==> src/design/cbf_pkg.sv <==
`timescale 1ns / 1ps
// Shared types, constants and functions of the compressed beamforming feedback decoder.
// Holds the quarter-wave sine table, built at elaboration, and the Q30 product with rounding.
// Depends on nothing; every other design file imports it.

package cbf_pkg;

   localparam int PHI_BITS_DEFAULT  = 9;
   localparam int PSI_BITS_DEFAULT  = 7;
   localparam int FRAC_BITS_DEFAULT = 14;

   localparam int WORD_WIDTH   = 48;
   localparam int FIELD_WIDTH  = 16;
   localparam int Q_FRAC       = 30;
   localparam int MAG_WIDTH    = Q_FRAC + 1;
   localparam int ANGLE_WIDTH  = 10;
   localparam int QUARTER_TURN = 2 ** (ANGLE_WIDTH - 2);
   localparam int TAB_DEPTH    = QUARTER_TURN;
   localparam int TAB_INDEX_WIDTH = ANGLE_WIDTH - 2;

   localparam logic [63:0] PI_Q30   = 64'd3373259426;
   localparam logic [63:0] ONE_Q30  = 64'd1 << Q_FRAC;
   localparam logic [63:0] HALF_Q30 = 64'd1 << (Q_FRAC - 1);

   typedef logic [MAG_WIDTH-1:0] mag_type;

   localparam mag_type ONE_MAG = MAG_WIDTH'(ONE_Q30);

   // A sine or cosine as a sign and a Q30 magnitude.
   typedef struct packed {
      logic    neg;
      mag_type mag;
   } trig_type;

   // Everything the arithmetic needs for one subcarrier, taken from the tables.
   typedef struct packed {
      mag_type  [2:0] psi_cos;
      mag_type  [2:0] psi_sin;
      trig_type [2:0] phi_cos;
      trig_type [2:0] phi_sin;
   } angles_type;

   typedef mag_type sin_tab_type [TAB_DEPTH];

   // One term of the series: multiply by x squared, round, then divide by the next two
   // factorial factors. The odd series starts from x, the even one from one.
   function automatic logic [63:0] series_step(logic [63:0] t, logic [63:0] x2, int step,
                                               logic odd);
      logic [63:0] r;
      r = (t * x2 + HALF_Q30) >> Q_FRAC;
      case (step)
         0: r = odd ? r / 6   : r / 2;
         1: r = odd ? r / 20  : r / 12;
         2: r = odd ? r / 42  : r / 30;
         3: r = odd ? r / 72  : r / 56;
         4: r = odd ? r / 110 : r / 90;
         5: r = odd ? r / 156 : r / 132;
         6: r = odd ? r / 210 : r / 182;
         7: r = odd ? r / 272 : r / 240;
         8: r = odd ? r / 342 : r / 306;
         9: r = odd ? r / 420 : r / 380;
         default: r = r;
      endcase
      return r;
   endfunction

   function automatic mag_type series_q30(logic [63:0] x, logic odd);
      logic [63:0] x2;
      logic [63:0] t;
      longint      sum;
      x2  = (x * x + HALF_Q30) >> Q_FRAC;
      t   = odd ? x : ONE_Q30;
      sum = longint'(t);
      for (int i = 0; i < 10; i++) begin
         t = series_step(t, x2, i, odd);
         if ((i & 1) != 0) sum = sum + longint'(t);
         else              sum = sum - longint'(t);
      end
      if (sum < 0) sum = 0;
      if (sum > longint'(ONE_Q30)) sum = longint'(ONE_Q30);
      return MAG_WIDTH'(sum);
   endfunction

   // Sine of n*pi/512 for n below a quarter turn; the quarter turn itself is exactly one.
   function automatic sin_tab_type build_sin_tab();
      sin_tab_type tab;
      logic [63:0] n;
      for (int i = 0; i < TAB_DEPTH; i++) begin
         n = 64'(i);
         if (i <= QUARTER_TURN / 2)
            tab[i] = series_q30((n * PI_Q30 + 64'd256) >> 9, 1'b1);
         else
            tab[i] = series_q30(((64'(QUARTER_TURN) - n) * PI_Q30 + 64'd256) >> 9, 1'b0);
      end
      return tab;
   endfunction

   localparam sin_tab_type SIN_TAB = build_sin_tab();

   // Sine of m*pi/512, m taken over a full turn.
   function automatic trig_type sin_lookup(logic [ANGLE_WIDTH-1:0] m);
      logic [TAB_INDEX_WIDTH:0] idx;
      trig_type res;
      if (m[ANGLE_WIDTH-2])
         idx = (TAB_INDEX_WIDTH+1)'(QUARTER_TURN) - {1'b0, m[TAB_INDEX_WIDTH-1:0]};
      else
         idx = {1'b0, m[TAB_INDEX_WIDTH-1:0]};
      res.neg = m[ANGLE_WIDTH-1];
      res.mag = idx[TAB_INDEX_WIDTH] ? ONE_MAG : SIN_TAB[idx[TAB_INDEX_WIDTH-1:0]];
      return res;
   endfunction

   function automatic trig_type cos_lookup(logic [ANGLE_WIDTH-1:0] m);
      return sin_lookup(m + ANGLE_WIDTH'(QUARTER_TURN));
   endfunction

   // Q30 by Q30 magnitude product, rounded half up.
   function automatic mag_type mul_q30(mag_type a, mag_type b);
      logic [2*MAG_WIDTH-1:0] prod;
      prod = (2*MAG_WIDTH)'(a) * (2*MAG_WIDTH)'(b);
      prod = prod + (2*MAG_WIDTH)'(HALF_Q30);
      return prod[Q_FRAC +: MAG_WIDTH];
   endfunction

endpackage

==> src/design/cbf_queue.sv <==
`timescale 1ns / 1ps
// Two-entry queue that lets the front end and the arithmetic back end stall independently.
// Depends on cbf_pkg for the item type.

module cbf_queue (
   input  logic                clock,
   input  logic                reset,
   input  logic                push_valid,
   output logic                push_ready,
   input  cbf_pkg::angles_type push_data,
   output logic                pop_valid,
   input  logic                pop_ready,
   output cbf_pkg::angles_type pop_data
);
   import cbf_pkg::*;

   localparam int DEPTH       = 2;
   localparam int PTR_WIDTH   = $clog2(DEPTH);
   localparam int COUNT_WIDTH = $clog2(DEPTH + 1);

   angles_type             slot_ff [DEPTH];
   logic [PTR_WIDTH-1:0]   wr_ptr_ff;
   logic [PTR_WIDTH-1:0]   wr_ptr_in;
   logic [PTR_WIDTH-1:0]   rd_ptr_ff;
   logic [PTR_WIDTH-1:0]   rd_ptr_in;
   logic [COUNT_WIDTH-1:0] count_ff;
   logic [COUNT_WIDTH-1:0] count_in;
   logic                   push;
   logic                   pop;

   assign push_ready = count_ff != COUNT_WIDTH'(DEPTH);
   assign pop_valid  = count_ff != '0;
   assign push       = push_valid && push_ready;
   assign pop        = pop_valid && pop_ready;
   assign pop_data   = slot_ff[rd_ptr_ff];

   always_comb begin
      wr_ptr_in = wr_ptr_ff;
      rd_ptr_in = rd_ptr_ff;
      count_in  = count_ff;
      if (push) begin
         wr_ptr_in = (wr_ptr_ff == PTR_WIDTH'(DEPTH - 1)) ? '0 : wr_ptr_ff + 1'b1;
      end
      if (pop) begin
         rd_ptr_in = (rd_ptr_ff == PTR_WIDTH'(DEPTH - 1)) ? '0 : rd_ptr_ff + 1'b1;
      end
      if (push && !pop) begin
         count_in = count_ff + 1'b1;
      end else if (pop && !push) begin
         count_in = count_ff - 1'b1;
      end
   end

   always_ff @(posedge clock) begin
      if (reset) begin
         wr_ptr_ff <= '0;
         rd_ptr_ff <= '0;
         count_ff  <= '0;
      end else begin
         wr_ptr_ff <= wr_ptr_in;
         rd_ptr_ff <= rd_ptr_in;
         count_ff  <= count_in;
      end
   end

   always_ff @(posedge clock) begin
      if (push) begin
         slot_ff[wr_ptr_ff] <= push_data;
      end
   end

   a_count_bounded : assert property (@(posedge clock) disable iff (reset)
      count_ff <= COUNT_WIDTH'(DEPTH))
      else $error("queue occupancy beyond its depth");

   a_count_tracks : assert property (@(posedge clock) disable iff (reset)
      (push && !pop) |=> (count_ff == $past(count_ff) + 1'b1))
      else $error("queue occupancy did not grow on a lone push");

   a_pointers_match : assert property (@(posedge clock) disable iff (reset)
      (count_ff == '0 || count_ff == COUNT_WIDTH'(DEPTH)) |-> (wr_ptr_ff == rd_ptr_ff))
      else $error("queue pointers disagree with an empty or full queue");

endmodule

==> config.mk <==
export PLATFORM = sky130hd
export DESIGN_NAME = cbf_queue
export DESIGN_NICKNAME = d
export VERILOG_FILES = /design/src/design/cbf_pkg.sv /design/src/design/cbf_queue.sv
export SDC_FILE = /design/constraint.sdc
export NUM_CORES = 1
export LEC_CHECK = 0
export BUFFER_PORTS_ARGS = -buffer_cell sky130_fd_sc_hd__buf_2
export CORE_AREA = 2 2 296 298
export CTS_CLUSTER_DIAMETER = 100
export DETAILED_ROUTE_END_ITERATION = 8
export DIE_AREA = 0 0 298 300
export HOLD_SLACK_MARGIN = 0.1
export SETUP_SLACK_MARGIN = 0.4
export SYNTH_ARGS = -nofsm -noshare
export SYNTH_HDL_FRONTEND = slang
export SYNTH_SLANG_ARGS = --single-unit
==> constraint.sdc <==
create_clock -name clock -period 10.8 [get_ports clock]
set_clock_uncertainty 0.1 [all_clocks]
set_input_delay 2.16 -clock clock [delete_from_list [all_inputs] [get_ports clock]]
set_output_delay 2.16 -clock clock [all_outputs]
set_load 0.005 [all_outputs]
==> metrics, run 1 <==
clock sinks 761; worst slew pin tran 1196 ps; layout cell share with drive strength beyond 1 61.01%; setup TNS 0 ps; Pleak 0.01384 uW; Setup WS pre-CTS 5632 ps; total die area 89400 um2; top achievable clock speed 173.8 MHz; Die H 300 um; cts repair resizes 0; register area 22810 um2; root buf cell clkbuf_16; gpl congestion 0.8108; DR vias/cell 4.396; 1st-pass router iterations 4; Final Non-Filler Cells 3235; Layout fillers 7754; Final HPWL DP 46070 um; Num CTS Buffers 80; Die X 298 um; R2R Path Start count_ff[0]; Starting Density 33.44%; count of input and output buffers 761; dpl cells 3085; CP Class reg -> out; vias in the first global route 15122; Placeable Area 86210 um2; maximum vdd drop 0.1593 mV; Levels on crit path 4; worst hold path type reg -> reg; Final setup viols 0; pin count of the biggest net entering global routing 164; post-CTS setup buffer count 0; vias post-DR 14221; YS warnings 0; initial antenna violation count 28; crit end category output port; Critical Path, Cell by Cell buf_4, buf_12, mux2_4, buf_2; Tmin final 5753 ps; Setup crit start kind register; Worst R2R Setup Slack 7600 ps; Seq/Total Area, Yosys 79.10%; Synthesized Nets 1583; worst hold path depth 2; Hold Crit Start rd_ptr_ff; Final Max Slew Viols 0; Max Root-Sink Buffers 3; Total Nets Final 2395; GRT Util Overall 14.09%; status complete, no violations; drc violations 0; Post-Route Utilization 41.93%; Multi-input gate area 5507 um2; Max-slew headroom 20.23%; CP bufs+invs 3; depth of the CTS H-tree 3; drt wl/cell 20.17 um; worst endpoint required time 8540 ps; CP delay by family, top buffers and inverters; total congestion overflow 0; pwr dens 230.8 nW/um2; period utilization 53.27%; hold buffers post-CTS 0; Iteration-0 DRC Markers 727; Final WS setup 5047 ps; Area Overhead vs Synth 25.39%; num ports 762; Final Total Pwr 8343 uW; syn avg cell area 24.02 um2; RSZ-0062 raised after global routing false; Post-DRT Antenna Nets 0; Mapped Area 28830 um2; CP arrival 3490 ps; Distinct cells, synth 20; Max Cap Viol 0; Reg clk slew, reported paths 60 ps; Hold Violations, Final 0; insertion delay to the later sink of the worst-skew pair 600 ps; reg2reg path depth 4; first-pass GRT wire length 94690 um; final WL 65240 um; row count 108; Worst path max stage delay 920 ps; Syn Inst Count 1200; CTS tree done; crit-path max FO 118; #FFs+latches synth 761; reg2reg end slot_ff[1][305]; slowest CP cell dfxtp_4
## metrics by stage
| step | hold WS (ps) | instance area [um2] |
|---|---|---|
| final | 408.6 | 36150 |
| after detailed placement | 397.2 | 33720 |
| after floorplan | 370.5 | 28830 |
| after CTS | 416.7 | 36120 |
| after global routing | 472.9 | 36140 |
| after global placement | 388.8 | 33720 |
## flip-flops by register name, summed over array words and instances (netlist names), named ones only
register,cells
count_ff,2
rd_ptr_ff,1
slot_ff,756
wr_ptr_ff,1
## report_power, final
part           switching [uW]  internal [uW]  total, uW
registers                 123           3700       3820
clock network            1070           1460       2530
logic                     923           1070       1990
total                    2120           6220       8340
## synth_stat cells
cell type / count / share of area, %
nand3b_1: 1 / 0.026
mux2_2: 78 / 3.0
a21bo_2: 1 / 0.035
or2_2: 1 / 0.022
nor2_1: 3 / 0.039
nand2b_1: 1 / 0.022
a21oi_1: 2 / 0.035
mux2_4: 300 / 16
and3_1: 1 / 0.022
and2_1: 1 / 0.022
edfxtp_1: 756 / 79
or3_1: 1 / 0.022
xor2_1: 3 / 0.091
o21ai_0: 2 / 0.035
dfxtp_1: 5 / 0.35
buf_2: 5 / 0.087
inv_1: 1 / 0.013
buf_6: 16 / 0.62
buf_8: 21 / 1.1
ha_1: 1 / 0.043
## how the worst max path moves through the flow
stage / end / slack, ps / from
6_report: pop_data[113] / 5050 / register
5_1_grt: pop_data[306] / 4830 / register
4_1_cts: pop_data[113] / 4950 / register
3_5_place_dp: pop_data[113] / 5630 / register
3_3_place_gp: pop_data[127] / 5700 / register
2_1_floorplan: slot_ff[0][0] / 430 / push_valid
## cell usage in the layout (no fill, tap or decap)
cell type / n
nand2b_1: 1
bufinv_16: 4
ha_1: 1
edfxtp_1: 756
inv_8: 2
clkinv_8: 1
mux2_4: 300
a21bo_2: 1
or2_2: 1
clkbuf_1: 20
buf_12: 5
inv_6: 3
clkbuf_16: 80
mux2_2: 78
diode_2: 10
buf_4: 6
dfxtp_1: 4
nor2_1: 3
buf_2: 761
dfxtp_4: 1
clkinv_2: 16
or3_1: 1
clkinvlp_4: 1
and2_1: 1
and3_4: 1
o21ai_0: 2
nand3b_1: 1
a21oi_1: 2
xor2_1: 3
clkinv_4: 2
clkinv_1: 12
## metal layers
metal | up-vias | wire length, um | global-route usage [%]
met5 | - | 178 | 0
met4 | 28 | 1822 | 5.552
met3 | 141 | 6978 | 6.344
met2 | 646 | 32560 | 24.16
met1 | 6948 | 23700 | 15.19
li1 | 6458 | - | -
## worst min-delay path: stages, from the launching register on
cell and delay, ps:
dfxtp_1 320, xor2_1 80, nor2_1 70
## final cells by class
class,count,area share [%]
Sequential cell,761,63.09
Multi-Input combinational cell,396,15.23
Timing Repair Buffer,772,10.94
Clock buffer,100,5.746
Tap cell,1155,3.998
Clock inverter,40,0.8965
Antenna cell,10,0.06923
Inverter,1,0.03115
## logic make-up after synthesis
kind of cell / after synthesis / share of synthesized area [%]
AOI/OAI and AO/OA: 5 / 0.1042
and+or+nand+nor: 9 / 0.1737
adders and majority gates: 1 / 0.04340
xor gates and xnor gates: 3 / 0.09116
DFF: 761 / 79.10
buffers and inverters: 43 / 1.819
muxes: 378 / 18.67
No activity file was read; power rests on OpenSTA's default activity.
==> run 2: changes to the inputs <==
Clock period 10.8 ns to 4.62 ns, I/O delays scaled along.
==> metrics, run 2 (synthesis results as in run 1) <==
RSZ-0062 raised after global routing false; Final HPWL DP 46810 um; depth of the CTS H-tree 3; top flop regs slot_ff x756, count_ff x2; Tmin final 3627 ps; placed cell areas 34020 um2; worst hold path type in -> reg; Placeable Area 86210 um2; Finished Cell Area 36660 um2; Starting Density 33.44%; crit end category output port; CP Class reg -> out; CTS tree done; drt wl/cell 19.99 um; largest register by flop count slot_ff; worst endpoint required time 3600 ps; period utilization 78.51%; Critical Path, Cell by Cell buf_12, mux2_4, buf_2; commonest non-fill, non-tap cells in the layout buf_2, edfxtp_1, mux2_4; Reg clk slew, reported paths 60 ps; status complete, no violations; root buf cell clkbuf_16; Worst path max stage delay 670 ps; num ports 762; first-pass GRT wire length 94450 um; insertion delay to the later sink of the worst-skew pair 630 ps; Area Overhead vs Synth 27.18%; drc violations 0; Num CTS Buffers 82; worst slew pin tran 1053 ps; vias post-DR 14435; CP arrival 2600 ps; row count 108; Final Max Slew Viols 0; final WL 65660 um; post-CTS setup buffer count 0; cts repair resizes 0; total die area 89400 um2; slowest CP cell dfxtp_4; CP delay by family, top flip-flops; top achievable clock speed 275.7 MHz; Hold Violations, Final 0; Max Root-Sink Buffers 3; setup TNS 0 ps; Post-DRT Antenna Nets 0; CP bufs+invs 2; Iteration-0 DRC Markers 681; clock sinks 761; crit-path max FO 94; Pleak 0.01412 uW; GRT Util Overall 14.01%; Layout fillers 7776; hold buffers post-CTS 0; Max Cap Viol 0; Die X 298 um; flip-flop count of the largest register after layout 756; 1st-pass router iterations 7; most common cell after layout, fill and taps aside buf_2; Max-slew headroom 29.81%; pin count of the biggest net entering global routing 134; Setup crit start kind register; maximum vdd drop 0.5701 mV; count of input and output buffers 761; total congestion overflow 0; vias in the first global route 15325; Final setup viols 0; pwr dens 546.3 nW/um2; Die H 300 um; Total Nets Final 2432; layout cell share with drive strength beyond 1 61.73%; gpl congestion 0.8498; DR vias/cell 4.396; initial antenna violation count 29
[run 2: cell types whose count changed in the layout (fill, tap and decap cells not counted), sizes merged]
cell	change
clkinv	+3
bufinv	+3
clkinvlp	+1
inv	+1
clkbuf	+1
buf	+35
diode	+5
[run 2: area by class of cell]
type	count	area (um2)	area share [%]
antenna	15	37.54	0.1024
sequential	761	22810	62.20
tap	1155	1445	3.942
timing repair buffer	807	4254	11.60
clock inverter	48	462.9	1.263
inverter	1	7.507	0.02048
clock buffer	101	2145	5.849
multi-input combinational	396	5507	15.02
[run 2: worst reg2reg max path, cell delays in order, from the launching register on]
cell and delay (ps):
dfxtp_1 410, nand2b_1 230, nand3b_1 170, clkinvlp_4 180, buf_12 510, buf_4 920
[run 2: final timing paths]
kind	startpoint	end	slack [ps]	cells after the start
worst max register to register	count_ff[0]	slot_ff[0][278]	1650	5
worst min-delay path	push_data[22]	slot_ff[0][22]	370	1
worst min register to register	rd_ptr_ff	register	410	2
worst max-delay path	register	pop_data[273]	990	3
[run 2: power by group]
group	internal, uW	switching, uW	total [uW]
logic	2560	2290	4850
registers	8630	240	8870
clock network	3710	2600	6310
[run 2: routing by layer]
metal	global-route usage [%]	vias to the layer above	routed length (um)
met2	24.24	602	33220
met3	6.315	126	7052
met1	14.56	7139	23310
met4	6.449	26	1885
li1	-	6542	-
met5	0	-	185
[run 2: through the flow]
step | hold WS (ps) | std cells | worst slack, ps | total power, uW | utilization [%]
global route | 322.6 | 3281 | 891.3 | 20870 | 42.52
global placement | 388.9 | 3120 | 1336 | 13850 | 39.46
floorplan | 370.5 | 1200 | -2597 | 12220 | -
detailed placement | 399.6 | 3120 | 1286 | 13950 | 39.46
finish | 371.3 | 3284 | 992.7 | 20030 | 42.53
CTS | 293.3 | 3269 | 940.5 | 20320 | 42.48
